--- src/rtl/assert_macros.svh ---
// Assertion macros for the RTL files of the easing curve evaluator.
`ifndef ASSERT_MACROS_SVH
`define ASSERT_MACROS_SVH

`ifndef SYNTH
`define ASSERT_ALWAYS(lbl, clk, rst, cond) \
   lbl: assert property (@(posedge clk) disable iff (rst) (cond)) \
      else $error("assertion failed");
`define ASSERT_IMPLIES(lbl, clk, rst, ante, cons) \
   lbl: assert property (@(posedge clk) disable iff (rst) (ante) |-> (cons)) \
      else $error("assertion failed");
`define ASSERT_NEXT(lbl, clk, rst, ante, cons) \
   lbl: assert property (@(posedge clk) disable iff (rst) (ante) |=> (cons)) \
      else $error("assertion failed");
`else
`define ASSERT_ALWAYS(lbl, clk, rst, cond)
`define ASSERT_IMPLIES(lbl, clk, rst, ante, cons)
`define ASSERT_NEXT(lbl, clk, rst, ante, cons)
`endif

`endif

--- src/rtl/bec_pkg.sv ---
// Package with the word types and constants of the easing curve evaluator.
package bec_pkg;

   localparam int MAX_ITERATIONS_DEF = 24;
   localparam int FRACTION_BITS_DEF  = 24;

   localparam int TOL_WIDTH = 16;
   localparam logic [TOL_WIDTH-1:0] TOLERANCE_RESET = 16'd1678;

   typedef struct packed {
      logic [15:0] progress;
      logic [7:0]  x_control_a;
      logic [7:0]  y_control_a;
      logic [7:0]  x_control_b;
      logic [7:0]  y_control_b;
   } req_word_type;

   typedef struct packed {
      logic [16:0] eased_value;
      logic        limit_hit;
   } rsp_word_type;

endpackage

--- src/rtl/bec_lerp_unit.sv ---
// Shared interpolation unit computing a + (b - a) * s in unsigned fixed point.
module bec_lerp_unit #(
   parameter int FRACTION_BITS = 24
) (
   input  logic [FRACTION_BITS:0] a,
   input  logic [FRACTION_BITS:0] b,
   input  logic [FRACTION_BITS:0] s,
   output logic [FRACTION_BITS:0] y
);

   localparam int W = FRACTION_BITS + 1;
   localparam logic [W-1:0] ONE = {1'b1, {FRACTION_BITS{1'b0}}};

   logic          rising;
   logic [W-1:0]  mag;
   logic [2*W-1:0] prod;
   logic [W-1:0]  scaled;

   always_comb begin
      rising = (b >= a);
      mag    = rising ? (b - a) : (a - b);
      prod   = mag * s;
      if (s >= ONE) begin
         scaled = mag;
      end else begin
         scaled = prod[FRACTION_BITS +: W];
      end
      y = rising ? (a + scaled) : (a - scaled);
   end

endmodule

--- src/rtl/bec_ctrl.sv ---
// Sequencer running the bisection and the de Casteljau steps on the shared unit.
`include "assert_macros.svh"

module bec_ctrl #(
   parameter int MAX_ITERATIONS = 24,
   parameter int FRACTION_BITS  = 24
) (
   input  logic                  clock,
   input  logic                  reset,
   input  logic                  req_valid,
   output logic                  req_ready,
   input  bec_pkg::req_word_type req_word,
   output logic                  rsp_valid,
   input  logic                  rsp_ready,
   output bec_pkg::rsp_word_type rsp_word,
   input  logic [bec_pkg::TOL_WIDTH-1:0] tolerance
);

   import bec_pkg::*;

   localparam int W  = FRACTION_BITS + 1;
   localparam int IW = $clog2(MAX_ITERATIONS + 1);
   localparam logic [W-1:0] ONE = {1'b1, {FRACTION_BITS{1'b0}}};

   typedef enum logic [1:0] {IDLE, X_EVAL, Y_EVAL, FINISH} state_type;
   typedef enum logic [2:0] {
      STEP_P01, STEP_P12, STEP_P23, STEP_Q0, STEP_Q1, STEP_R, STEP_TEST
   } step_type;

   state_type    state_ff, state_in;
   step_type     step_ff, step_in;
   logic [IW-1:0] iter_ff, iter_in;
   logic         done_ff, done_in;
   logic         rsp_valid_ff, rsp_valid_in;
   rsp_word_type rsp_word_ff, rsp_word_in;

   logic [W-1:0] t_ff, t_in;
   logic [7:0]   xa_ff, xa_in, ya_ff, ya_in, xb_ff, xb_in, yb_ff, yb_in;
   logic [W-1:0] low_ff, low_in, high_ff, high_in, s_ff, s_in;
   logic [W-1:0] p01_ff, p01_in, p12_ff, p12_in, p23_ff, p23_in;
   logic [W-1:0] q0_ff, q0_in, q1_ff, q1_in, r_ff, r_in;

   logic [W-1:0] op_a, op_b, lerp_q;
   logic [W-1:0] c1, c2, diff, new_low, new_high;
   logic [W:0]   mid_sum;
   logic         x_below, hit, accept;

   function automatic logic [W-1:0] coord(input logic [7:0] c);
      coord = W'(c) << (FRACTION_BITS - 8);
   endfunction

   bec_lerp_unit #(
      .FRACTION_BITS(FRACTION_BITS)
   ) u_lerp (
      .a(op_a),
      .b(op_b),
      .s(s_ff),
      .y(lerp_q)
   );

   assign req_ready = (state_ff == IDLE);
   assign rsp_valid = rsp_valid_ff;
   assign rsp_word  = rsp_word_ff;
   assign accept    = req_valid && req_ready;

   always_comb begin
      c1 = (state_ff == Y_EVAL) ? coord(ya_ff) : coord(xa_ff);
      c2 = (state_ff == Y_EVAL) ? coord(yb_ff) : coord(xb_ff);
      case (step_ff)
         STEP_P01: begin op_a = '0;     op_b = c1;     end
         STEP_P12: begin op_a = c1;     op_b = c2;     end
         STEP_P23: begin op_a = c2;     op_b = ONE;    end
         STEP_Q0:  begin op_a = p01_ff; op_b = p12_ff; end
         STEP_Q1:  begin op_a = p12_ff; op_b = p23_ff; end
         STEP_R:   begin op_a = q0_ff;  op_b = q1_ff;  end
         default:  begin op_a = '0;     op_b = '0;     end
      endcase

      diff     = (r_ff >= t_ff) ? (r_ff - t_ff) : (t_ff - r_ff);
      hit      = (diff < W'(tolerance));
      x_below  = (r_ff < t_ff);
      new_low  = x_below ? s_ff : low_ff;
      new_high = x_below ? high_ff : s_ff;
      mid_sum  = {1'b0, new_low} + {1'b0, new_high};
   end

   always_comb begin
      state_in     = state_ff;
      step_in      = step_ff;
      iter_in      = iter_ff;
      done_in      = done_ff;
      rsp_valid_in = rsp_valid_ff;
      rsp_word_in  = rsp_word_ff;
      t_in   = t_ff;
      xa_in  = xa_ff;
      ya_in  = ya_ff;
      xb_in  = xb_ff;
      yb_in  = yb_ff;
      low_in = low_ff;
      high_in = high_ff;
      s_in   = s_ff;
      p01_in = p01_ff;
      p12_in = p12_ff;
      p23_in = p23_ff;
      q0_in  = q0_ff;
      q1_in  = q1_ff;
      r_in   = r_ff;

      if (rsp_valid_ff && rsp_ready) begin
         rsp_valid_in = 1'b0;
      end

      case (step_ff)
         STEP_P01: p01_in = lerp_q;
         STEP_P12: p12_in = lerp_q;
         STEP_P23: p23_in = lerp_q;
         STEP_Q0:  q0_in  = lerp_q;
         STEP_Q1:  q1_in  = lerp_q;
         STEP_R:   r_in   = lerp_q;
         default:  r_in   = r_ff;
      endcase

      case (state_ff)
         IDLE: begin
            step_in = STEP_P01;
            if (accept) begin
               t_in    = W'(req_word.progress) << (FRACTION_BITS - 16);
               xa_in   = req_word.x_control_a;
               ya_in   = req_word.y_control_a;
               xb_in   = req_word.x_control_b;
               yb_in   = req_word.y_control_b;
               low_in  = '0;
               high_in = ONE;
               s_in    = W'(req_word.progress) << (FRACTION_BITS - 16);
               iter_in = '0;
               state_in = X_EVAL;
            end
         end
         X_EVAL: begin
            case (step_ff)
               STEP_P01: step_in = STEP_P12;
               STEP_P12: step_in = STEP_P23;
               STEP_P23: step_in = STEP_Q0;
               STEP_Q0:  step_in = STEP_Q1;
               STEP_Q1:  step_in = STEP_R;
               STEP_R:   step_in = STEP_TEST;
               default: begin
                  step_in = STEP_P01;
                  if (hit) begin
                     done_in  = 1'b1;
                     state_in = Y_EVAL;
                  end else begin
                     low_in  = new_low;
                     high_in = new_high;
                     s_in    = mid_sum[W:1];
                     iter_in = IW'(iter_ff + 1'b1);
                     if (IW'(iter_ff + 1'b1) == IW'(MAX_ITERATIONS)) begin
                        done_in  = 1'b0;
                        state_in = Y_EVAL;
                     end
                  end
               end
            endcase
         end
         Y_EVAL: begin
            case (step_ff)
               STEP_P01: step_in = STEP_P12;
               STEP_P12: step_in = STEP_P23;
               STEP_P23: step_in = STEP_Q0;
               STEP_Q0:  step_in = STEP_Q1;
               STEP_Q1:  step_in = STEP_R;
               default: begin
                  step_in  = STEP_TEST;
                  state_in = FINISH;
               end
            endcase
         end
         FINISH: begin
            if (!rsp_valid_ff || rsp_ready) begin
               rsp_word_in.eased_value = r_ff[FRACTION_BITS -: 17];
               rsp_word_in.limit_hit   = !done_ff;
               rsp_valid_in = 1'b1;
               state_in     = IDLE;
            end
         end
         default: state_in = IDLE;
      endcase
   end

   always_ff @(posedge clock) begin
      if (reset) begin
         state_ff     <= IDLE;
         step_ff      <= STEP_P01;
         iter_ff      <= '0;
         done_ff      <= 1'b0;
         rsp_valid_ff <= 1'b0;
      end else begin
         state_ff     <= state_in;
         step_ff      <= step_in;
         iter_ff      <= iter_in;
         done_ff      <= done_in;
         rsp_valid_ff <= rsp_valid_in;
      end
      rsp_word_ff <= rsp_word_in;
      t_ff    <= t_in;
      xa_ff   <= xa_in;
      ya_ff   <= ya_in;
      xb_ff   <= xb_in;
      yb_ff   <= yb_in;
      low_ff  <= low_in;
      high_ff <= high_in;
      s_ff    <= s_in;
      p01_ff  <= p01_in;
      p12_ff  <= p12_in;
      p23_ff  <= p23_in;
      q0_ff   <= q0_in;
      q1_ff   <= q1_in;
      r_ff    <= r_in;
   end

   `ASSERT_ALWAYS(a_iter_bound, clock, reset, iter_ff <= IW'(MAX_ITERATIONS))
   `ASSERT_IMPLIES(a_bracket, clock, reset, state_ff == X_EVAL, (low_ff <= s_ff) && (s_ff <= high_ff) && (high_ff <= ONE))
   `ASSERT_NEXT(a_start, clock, reset, accept, (state_ff == X_EVAL) && (step_ff == STEP_P01) && (iter_ff == '0))

endmodule

--- src/rtl/bezier_easing_curve_eval_core.sv ---
// Top level of the cubic Bezier easing curve evaluator with its tolerance register.
//
//   Port group  Direction  Contents
//   req_        in         progress and the two control points, valid/ready
//   rsp_        out        eased value and cap flag, valid/ready
//   csr_        in         tolerance write, no handshake
//
// Each bisection step runs six passes through the shared interpolation unit and
// one compare step; after at most MAX_ITERATIONS steps the final y evaluation
// runs the six passes once more.
// The block takes a new word only when idle; a result waiting on rsp_ready
// holds the finished item back until the output register is free.
// Reset is synchronous and sets the tolerance to its default.
module bezier_easing_curve_eval_core #(
   parameter int MAX_ITERATIONS = bec_pkg::MAX_ITERATIONS_DEF,
   parameter int FRACTION_BITS  = bec_pkg::FRACTION_BITS_DEF
) (
   input  logic                  clock,
   input  logic                  reset,
   input  logic                  req_valid,
   output logic                  req_ready,
   input  bec_pkg::req_word_type req_word,
   output logic                  rsp_valid,
   input  logic                  rsp_ready,
   output bec_pkg::rsp_word_type rsp_word,
   input  logic                  csr_write_en,
   input  logic [bec_pkg::TOL_WIDTH-1:0] csr_write_data
);

   import bec_pkg::*;

   logic [TOL_WIDTH-1:0] tolerance_ff, tolerance_in;

   assign tolerance_in = csr_write_en ? csr_write_data : tolerance_ff;

   always_ff @(posedge clock) begin
      if (reset) begin
         tolerance_ff <= TOLERANCE_RESET;
      end else begin
         tolerance_ff <= tolerance_in;
      end
   end

   bec_ctrl #(
      .MAX_ITERATIONS(MAX_ITERATIONS),
      .FRACTION_BITS(FRACTION_BITS)
   ) u_ctrl (
      .clock(clock),
      .reset(reset),
      .req_valid(req_valid),
      .req_ready(req_ready),
      .req_word(req_word),
      .rsp_valid(rsp_valid),
      .rsp_ready(rsp_ready),
      .rsp_word(rsp_word),
      .tolerance(tolerance_ff)
   );

endmodule

--- config.mk ---
export PLATFORM = sky130hd
export DESIGN_NAME = bezier_easing_curve_eval_core
export DESIGN_NICKNAME = d
export VERILOG_FILES = /design/src/rtl/bec_pkg.sv /design/src/rtl/bec_lerp_unit.sv /design/src/rtl/bec_ctrl.sv /design/src/rtl/bezier_easing_curve_eval_core.sv
export VERILOG_INCLUDE_DIRS = /design/src /design/src/rtl
export SDC_FILE = /design/constraint.sdc
export NUM_CORES = 2
export LEC_CHECK = 0
export ABC_CLOCK_PERIOD_IN_PS = 19810
export BUFFER_PORTS_ARGS = -buffer_cell sky130_fd_sc_hd__buf_2
export CORE_MARGIN = 3
export CORE_UTILIZATION = 60
export CTS_BUF_LIST = sky130_fd_sc_hd__clkbuf_4 sky130_fd_sc_hd__clkbuf_8 sky130_fd_sc_hd__clkbuf_16
export DETAILED_ROUTE_END_ITERATION = 10
export GPL_TIMING_DRIVEN = 0
export HOLD_SLACK_MARGIN = 0.03
export PLACE_DENSITY = 0.82
export SYNTH_ARGS = -nofsm -noshare
export SYNTH_HDL_FRONTEND = slang
export SYNTH_HIERARCHICAL = 1
export SYNTH_SLANG_ARGS = --single-unit
--- constraint.sdc ---
create_clock -name clock -period 19.81 [get_ports clock]
set_clock_uncertainty 0.15 [all_clocks]
set_input_delay 0.9905 -clock clock [delete_from_list [all_inputs] [get_ports clock]]
set_output_delay 0.9905 -clock clock [all_outputs]
set_load 0.05 [all_outputs]
# Word-level counts from Yosys, hierarchy flattened
# Cells that the tools add are included.
dict set report word_totals {
  regBits 319
  in_bits 69
  out_inout_bits 20
  elab_cells 110
}
dict set report op_classes {
  add_sub_neg 8
  multipliers 1
  magnitude_cmp 5
  eq_ne 15
  mux 41
  bitwise 1
  reduce_logical 17
}
# op n
set op_table {}
lappend op_table {{two-way mux 25 bit} 15}
lappend op_table {{one-hot mux 25 bit (2 select lines)} 3}
lappend op_table {{one-hot mux 25 bit (6 select lines)} 1}
lappend op_table {{one-hot mux 25 bit (5 select lines)} 1}
lappend op_table {{subtractor 25 bit} 3}
lappend op_table {{multiplier 25 x 25 -> 49 bit} 1}
lappend op_table {{two-way mux 24 bit} 2}
lappend op_table {{adder 25 x 25 -> 26 bit} 1}
lappend op_table {{adder 25 bit} 1}
lappend op_table {{>= comparator 25 x 24 -> 1 bit} 1}
lappend op_table {{>= comparator 25 bit} 1}
lappend op_table {{>= comparator 25 bit, second input constant} 1}
lappend op_table {{less-than comparator 25 x 16 -> 1 bit} 1}
lappend op_table {{less-than comparator 25 x 24 -> 1 bit} 1}
lappend op_table {{subtractor 24 x 25 -> 25 bit} 1}
lappend op_table {{subtractor 25 x 24 -> 25 bit} 1}
lappend op_table {{one-hot mux 3 bit (6 select lines)} 1}
lappend op_table {{two-way mux 5 bit} 3}
lappend op_table {{one-hot mux 3 bit (5 select lines)} 1}
lappend op_table {{two-way mux 2 bit} 6}
lappend op_table {{one-hot mux 5 bit (2 select lines)} 1}
lappend op_table {{one-hot mux 3 bit (3 select lines)} 1}
lappend op_table {{inequality test 2 bit, second input constant} 4}
lappend op_table {{one-hot mux 2 bit (4 select lines)} 1}
lappend op_table {{24 further kinds} 35}

# Depth between registers and ports, before layout
dict set report logic_depth {
  word_depth 9
  depth_mapped 71
  depth_no_buf 64
}

# Modules after synthesis
# Netlist, hierarchy kept.
# module n_inst cells_per_inst area_each_um2 seq_area_each_um2
set by_module_without_submodules {}
lappend by_module_without_submodules {bec_lerp_unit 1 3038 25165.4 0.0}
lappend by_module_without_submodules {bec_ctrl 1 1406 15920.3 8978.6}
lappend by_module_without_submodules {bezier_easing_curve_eval_core 1 52 600.6 320.3}

# Worst setup path after synthesis
# No wires, ideal clock.
dict set report synth_path {
  path_kind {register to register}
  start {register u_ctrl.step_ff[1]}
  end {register u_ctrl.p01_ff[23] (data pin)}
  setup_ns 0.281
  t_arrival_ns 14.460
  required_ns 19.379
  setup_slack_ns 4.919
  stages_incl_launch_ff 56
  path_buffers 6
  period_less_slack_ns 14.891
  path_cell_list {dfxtp_1 -> clkbuf_1 -> nor3b_1 -> clkbuf_1 -> a22o_1 -> ha_1 -> buf_2 -> and3_1 -> a221o_1 -> a2111o_1 -> nand4_1 -> buf_4 -> a211oi_1 -> nor2_1 -> a31oi_1 -> or3_1 -> o311a_1 -> nor2_1 -> (+20 left out) -> a211o_1 -> mux2_2 -> a31oi_1 -> o311ai_0 -> a31oi_1 -> nand4b_1 -> and4bb_1 -> a21o_1 -> xnor2_1 -> ha_1 -> or4_1 -> o31a_1 -> o41ai_1 -> o21ai_0 -> or4_1 -> a31o_2 -> a21oi_1 -> xnor2_1}
}
dict set report synth_via {
  elab_chain_cells 8
  elab_cells_between_ends 17
  classes_between {add/sub (4); mul (1); order compare (1); eq/ne (5); mux (5); reduce/logical (1)}
}
# item line_no
set synth_rtl {}
lappend synth_rtl {{from (decl)} bec_ctrl.sv:31} ;# step_type step_ff, step_in;
lappend synth_rtl {{from (signal assigned)} bec_ctrl.sv:199} ;# step_ff <= step_in;
lappend synth_rtl {{equality test 3 bit (tied with other cells)} bec_ctrl.sv:69} ;# case (step_ff)
lappend synth_rtl {{one-hot mux 25 bit (6 select lines) (*)} bec_ctrl.sv:69}
lappend synth_rtl {{net u_ctrl.op_b[4]} bec_ctrl.sv:43} ;# logic [W-1:0] op_a, op_b, lerp_q;
lappend synth_rtl {{subtractor 25 bit / >= comparator 25 bit (equally long branches)} {bec_lerp_unit.sv:21, bec_lerp_unit.sv:20}}
lappend synth_rtl {{two-way mux 25 bit} bec_lerp_unit.sv:21} ;# mag = rising ? (b - a) : (a - b);
lappend synth_rtl {{multiplier 25 x 25 -> 49 bit} bec_lerp_unit.sv:22} ;# prod = mag * s;
lappend synth_rtl {{two-way mux 25 bit} bec_lerp_unit.sv:23} ;# if (s >= ONE) begin
lappend synth_rtl {{subtractor 25 bit / adder 25 bit (equally long branches)} bec_lerp_unit.sv:28} ;# y = rising ? (a + scaled) : (a - scaled);
lappend synth_rtl {{two-way mux 25 bit (*)} bec_lerp_unit.sv:28}
lappend synth_rtl {{net u_ctrl.lerp_q[23]} bec_ctrl.sv:43}
lappend synth_rtl {{to (signal assigned)} bec_ctrl.sv:213} ;# p01_ff <= p01_in;
lappend synth_rtl {{to (decl)} bec_ctrl.sv:40} ;# logic [W-1:0] p01_ff, p01_in, p12_ff, p12_in, p23_ff, p23_in;
# The timed path passes the listed nets; every way through them passes the cells marked *.
# A chain may end at the register's enable or synchronous reset.

# Final worst setup path
dict set report layout_path {
  start {register u_ctrl.state_ff[0]}
  end {register u_ctrl.p01_ff[23] (data pin)}
}
dict set report layout_via {
  elab_chain_cells 9
  elab_cells_between_ends 14
  classes_between {add/sub (4); mul (1); order compare (1); eq/ne (1); mux (7)}
}
# item line_no
set layout_rtl {}
lappend layout_rtl {{from (decl)} bec_ctrl.sv:30} ;# state_type state_ff, state_in;
lappend layout_rtl {{from (signal assigned)} bec_ctrl.sv:198} ;# state_ff <= state_in;
lappend layout_rtl {{equality test 2 bit (*)} {bec_ctrl.sv:67, bec_ctrl.sv:68}}
lappend layout_rtl {{two-way mux 24 bit, on equally long branches} {bec_ctrl.sv:68, bec_ctrl.sv:67}}
lappend layout_rtl {{one-hot mux 25 bit (5 select lines) (*)} bec_ctrl.sv:69}
lappend layout_rtl {{net u_ctrl.op_a[21]} bec_ctrl.sv:43}
lappend layout_rtl {{subtractor 25 bit / >= comparator 25 bit (equally long branches)} {bec_lerp_unit.sv:21, bec_lerp_unit.sv:20}}
lappend layout_rtl {{two-way mux 25 bit} bec_lerp_unit.sv:21}
lappend layout_rtl {{multiplier 25 x 25 -> 49 bit} bec_lerp_unit.sv:22}
lappend layout_rtl {{two-way mux 25 bit} bec_lerp_unit.sv:23}
lappend layout_rtl {{subtractor 25 bit / adder 25 bit (equally long branches)} bec_lerp_unit.sv:28}
lappend layout_rtl {{two-way mux 25 bit (*)} bec_lerp_unit.sv:28}
lappend layout_rtl {{net u_ctrl.lerp_q[23]} bec_ctrl.sv:43}
# Marks and branches as above.

==> reports/qor.csv <==
stage,metric,value,unit
worst_setup_path,Worst R2R End,u_ctrl/p01_ff[23]$_DFFE_PP_,
drt,1st-pass router iterations,6,
place,port bufs,88,
floorplan,core area,68710,um^2
global_route,antenna violations before repair,7,
sta,final setup fails,0,
floorplan,Die Span Y,269.6,um
yosys,"flops & latches, synth",319,
global_route,global routing's busiest layer,met2,
yosys,post-synthesis cell count,4496,
global_route,largest net degree at the start of global routing,76,
drt,DR vias,34040,
yosys,Post-synth ARST share,0,%
global_route,grt total ovfl,0,
clocking,CTS Sinks,319,
global_route,M2 GR Usage,54.46,%
global_route,global-route wire length before repair,195900,um
drt,antenna-violating nets left,0,
clocking,Skew-Pair Late Insertion Delay,0.57,ns
worst_setup_path,worst-path fanout max,10,
drt,drt wl/cell,22.79,um
sta,Slew headroom,8.373,%
yosys,Mapped Nets,5424,
finish,design area,44660,um^2
place,hpwl dp,102000,um
yosys,Netlist cell types,108,
yosys,syn avg cell area,9.272,um^2
yosys,Main synth FF type,edfxtp_1,
sta,Least-Margin Pin Slew,1.371,ns
finish,area delta synth->final,7.134,%
floorplan,IO Count,89,
drt,DRT iter0 DRCs,3494,
sta,final hold violation count,0,
sta,Tcrit/Tclk final,96.05,%
outcome,status,"finished, final reports clean",
yosys,"EDFF count, synth",291,
yosys,"Seq/Total Area, Yosys",22.31,%
global_route,vias in the first global route,34360,
floorplan,die area,72680,um^2
clocking,CTS root buf,clkbuf_16,
worst_setup_path,origin of the critical flop-to-flop path,u_ctrl/state_ff[0]$_SDFFE_PP0P_,
clocking,Post-CTS Hold Buffers,0,
clocking,maximum clock path buffer count,3,
clocking,H-tree levels,2,
worst_setup_path,reg2reg setup slack,0.78,ns
sta,Final Max Slew Viols,0,
place,placer congestion estimate,1.025,
worst_setup_path,cell mode on critical path,inv_1,
global_route,all-layer global routing usage,34.92,%
worst_setup_path,critical path's slowest cell,a211oi_1,
min_path,HP Class,register to register,
min_path,Cells on Worst Hold Path,1,
drt,vias per inst,6.092,
worst_setup_path,critical path class,register to register,
min_path,hold endpoint,u_ctrl/rsp_word[0]$_DFFE_PP_,
finish,"commonest non-fill, non-tap cell in the layout",inv_1,
place,"Cell Area, Placed",43460,um^2
floorplan,Initial Utilization,60.67,%
finish,share of layout cells above drive strength 1,6.509,%
sta,WHS,0.3124,ns
worst_setup_path,Worst Reg-to-Reg Cells,61,
worst_setup_path,crit path launch type,register,
yosys,Post-Syn Area,41690,um^2
global_route,M1 GR Usage,45.00,%
global_route,grt met3 use,8.596,%
worst_setup_path,Setup crit end kind,register,
clocking,clk slew on worst S/H paths,0.06,ns
run,max-cap viol count,0,
drt,routed wire length,127400,um
clocking,TritonCTS Buffers,34,
worst_setup_path,WP data required,19.93,ns
sta,Peak Freq,52.56,MHz
worst_setup_path,Worst path max stage delay,0.62,ns
finish,most frequent cells in the layout,"751 x inv_1, 594 x nand2_1, 529 x fa_1",
worst_setup_path,Worst EP arrival,19.15,ns
sta,Final min period,19.03,ns
finish,nets@finish,5557,
min_path,Worst Hold Launch,u_ctrl/done_ff$_SDFFE_PP0P_,
floorplan,Die X,269.6,um
drt,# DRC,0,
yosys,Synth warnings,6,
floorplan,Site Rows,96,
clocking,CTS tree,yes,
[how the worst max path moves through the flow]
stage,from,endpoint,slack [ns],cells after the start
finish,u_ctrl/state_ff[0]$_SDFFE_PP0P_,u_ctrl/p01_ff[23]$_DFFE_PP_,0.78,61
global route,u_ctrl/state_ff[0]$_SDFFE_PP0P_,u_ctrl/p01_ff[23]$_DFFE_PP_,-0.02,66
CTS,u_ctrl/state_ff[0]$_SDFFE_PP0P_,u_ctrl/p01_ff[23]$_DFFE_PP_,0.15,60
detailed placement,u_ctrl/state_ff[0]$_SDFFE_PP0P_,u_ctrl/p12_ff[23]$_DFFE_PP_,0.23,60
global placement,u_ctrl/step_ff[1]$_SDFFE_PP0P_,u_ctrl/p12_ff[23]$_DFFE_PP_,0.07,56
floorplan,u_ctrl/step_ff[1]$_SDFFE_PP0P_,u_ctrl/p01_ff[23]$_DFFE_PP_,4.92,55
[kinds of logic (layout without fill, tap and decap cells)]
kind of cell / after synthesis / in the layout / synth area share, %
multiplexers: 65 / 65 / 1.663
buffers and inverters: 968 / 1127 / 8.917
XOR/XNOR: 126 / 126 / 2.698
other: 0 / 2 / 0
flip-flops: 319 / 319 / 22.31
AND/OR/NAND/NOR: 1404 / 1404 / 16.59
adder cells (fa/ha/maj): 859 / 859 / 35.31
AO/OA/AOI/OAI: 755 / 755 / 12.52
[cell type report]
type                    count  area, um^2
repair buffers             98       581.8
clock buffers              40       895.9
clock inverters            22       212.7
multi-input cells        3209       28770
fillers                  5584       24050
well taps                 931        1165
plain buffers             214       903.4
inverters                 753        2829
flip-flops and latches    319        9299
diodes                      2       5.005
[per-stage QoR]
step | setup slack [ns] | utilization, % | std cells | setup TNS [ns]
floorplan | 4.919 | - | 4496 | 0
global placement | 0.07448 | 63.01 | 5515 | 0
detailed placement | 0.2308 | 63.25 | 5524 | 0
CTS | 0.1549 | 64.86 | 5586 | 0
global route | -0.01767 | 64.99 | 5586 | -0.09801
finish | 0.7825 | 65.00 | 5588 | 0
[state kept, by name, indices dropped and copies added (netlist names), 16 cells and up]
register,count
u_ctrl/p01_ff,25
u_ctrl/p23_ff,25
u_ctrl/q0_ff,25
tolerance_ff,16
u_ctrl/s_ff,25
u_ctrl/t_ff,16
u_ctrl/q1_ff,25
u_ctrl/r_ff,25
u_ctrl/high_ff,25
u_ctrl/p12_ff,25
u_ctrl/low_ff,25
u_ctrl/rsp_word,18
[worst max-delay path, delay by kind of cell, from the launching register on]
kind | cells | cell delay, ns
AOI/OAI and AO/OA | 20 | 5.73
xor gates and xnor gates | 2 | 0.56
adders and majority gates | 11 | 4.91
buffers and inverters | 13 | 2.73
DFF | 1 | 0.36
muxes | 1 | 0.29
and+or+nand+nor | 14 | 3.98
[cell usage after synthesis, types with 39 or more instances]
| master | count | area, um^2 |
|---|---|---|
| and2_1 | 345 | 2158 |
| nand2_1 | 594 | 2230 |
| o21ai_0 | 105 | 525.5 |
| xor2_1 | 39 | 341.6 |
| a21oi_1 | 211 | 1056 |
| a22o_1 | 71 | 621.9 |
| nor2b_1 | 49 | 306.5 |
| xnor2_1 | 85 | 744.5 |
| nor3_1 | 44 | 220.2 |
| nor2_1 | 168 | 630.6 |
| a21o_1 | 64 | 480.5 |
| ha_1 | 330 | 4129 |
| clkbuf_1 | 169 | 634.4 |
| inv_1 | 752 | 2823 |
| edfxtp_1 | 291 | 8738 |
| fa_1 | 529 | 10590 |
| nand3_1 | 47 | 235.2 |
[metal layers]
metal	part of all wire [%]	vias to the layer above
li1	-	14980
met4	6.4	10
met3	11	491
met5	0.050	-
met2	45	1948
met1	37	16610
[repair_timing]
item / in CTS / in global routing
setup endpoints to repair: 0 / 30
resized for setup: 0 / 34
setup buffers: 0 / 1
Power is not shown: default switching activity piles up to over one toggle a cycle in this logic, so the estimate is an artifact.
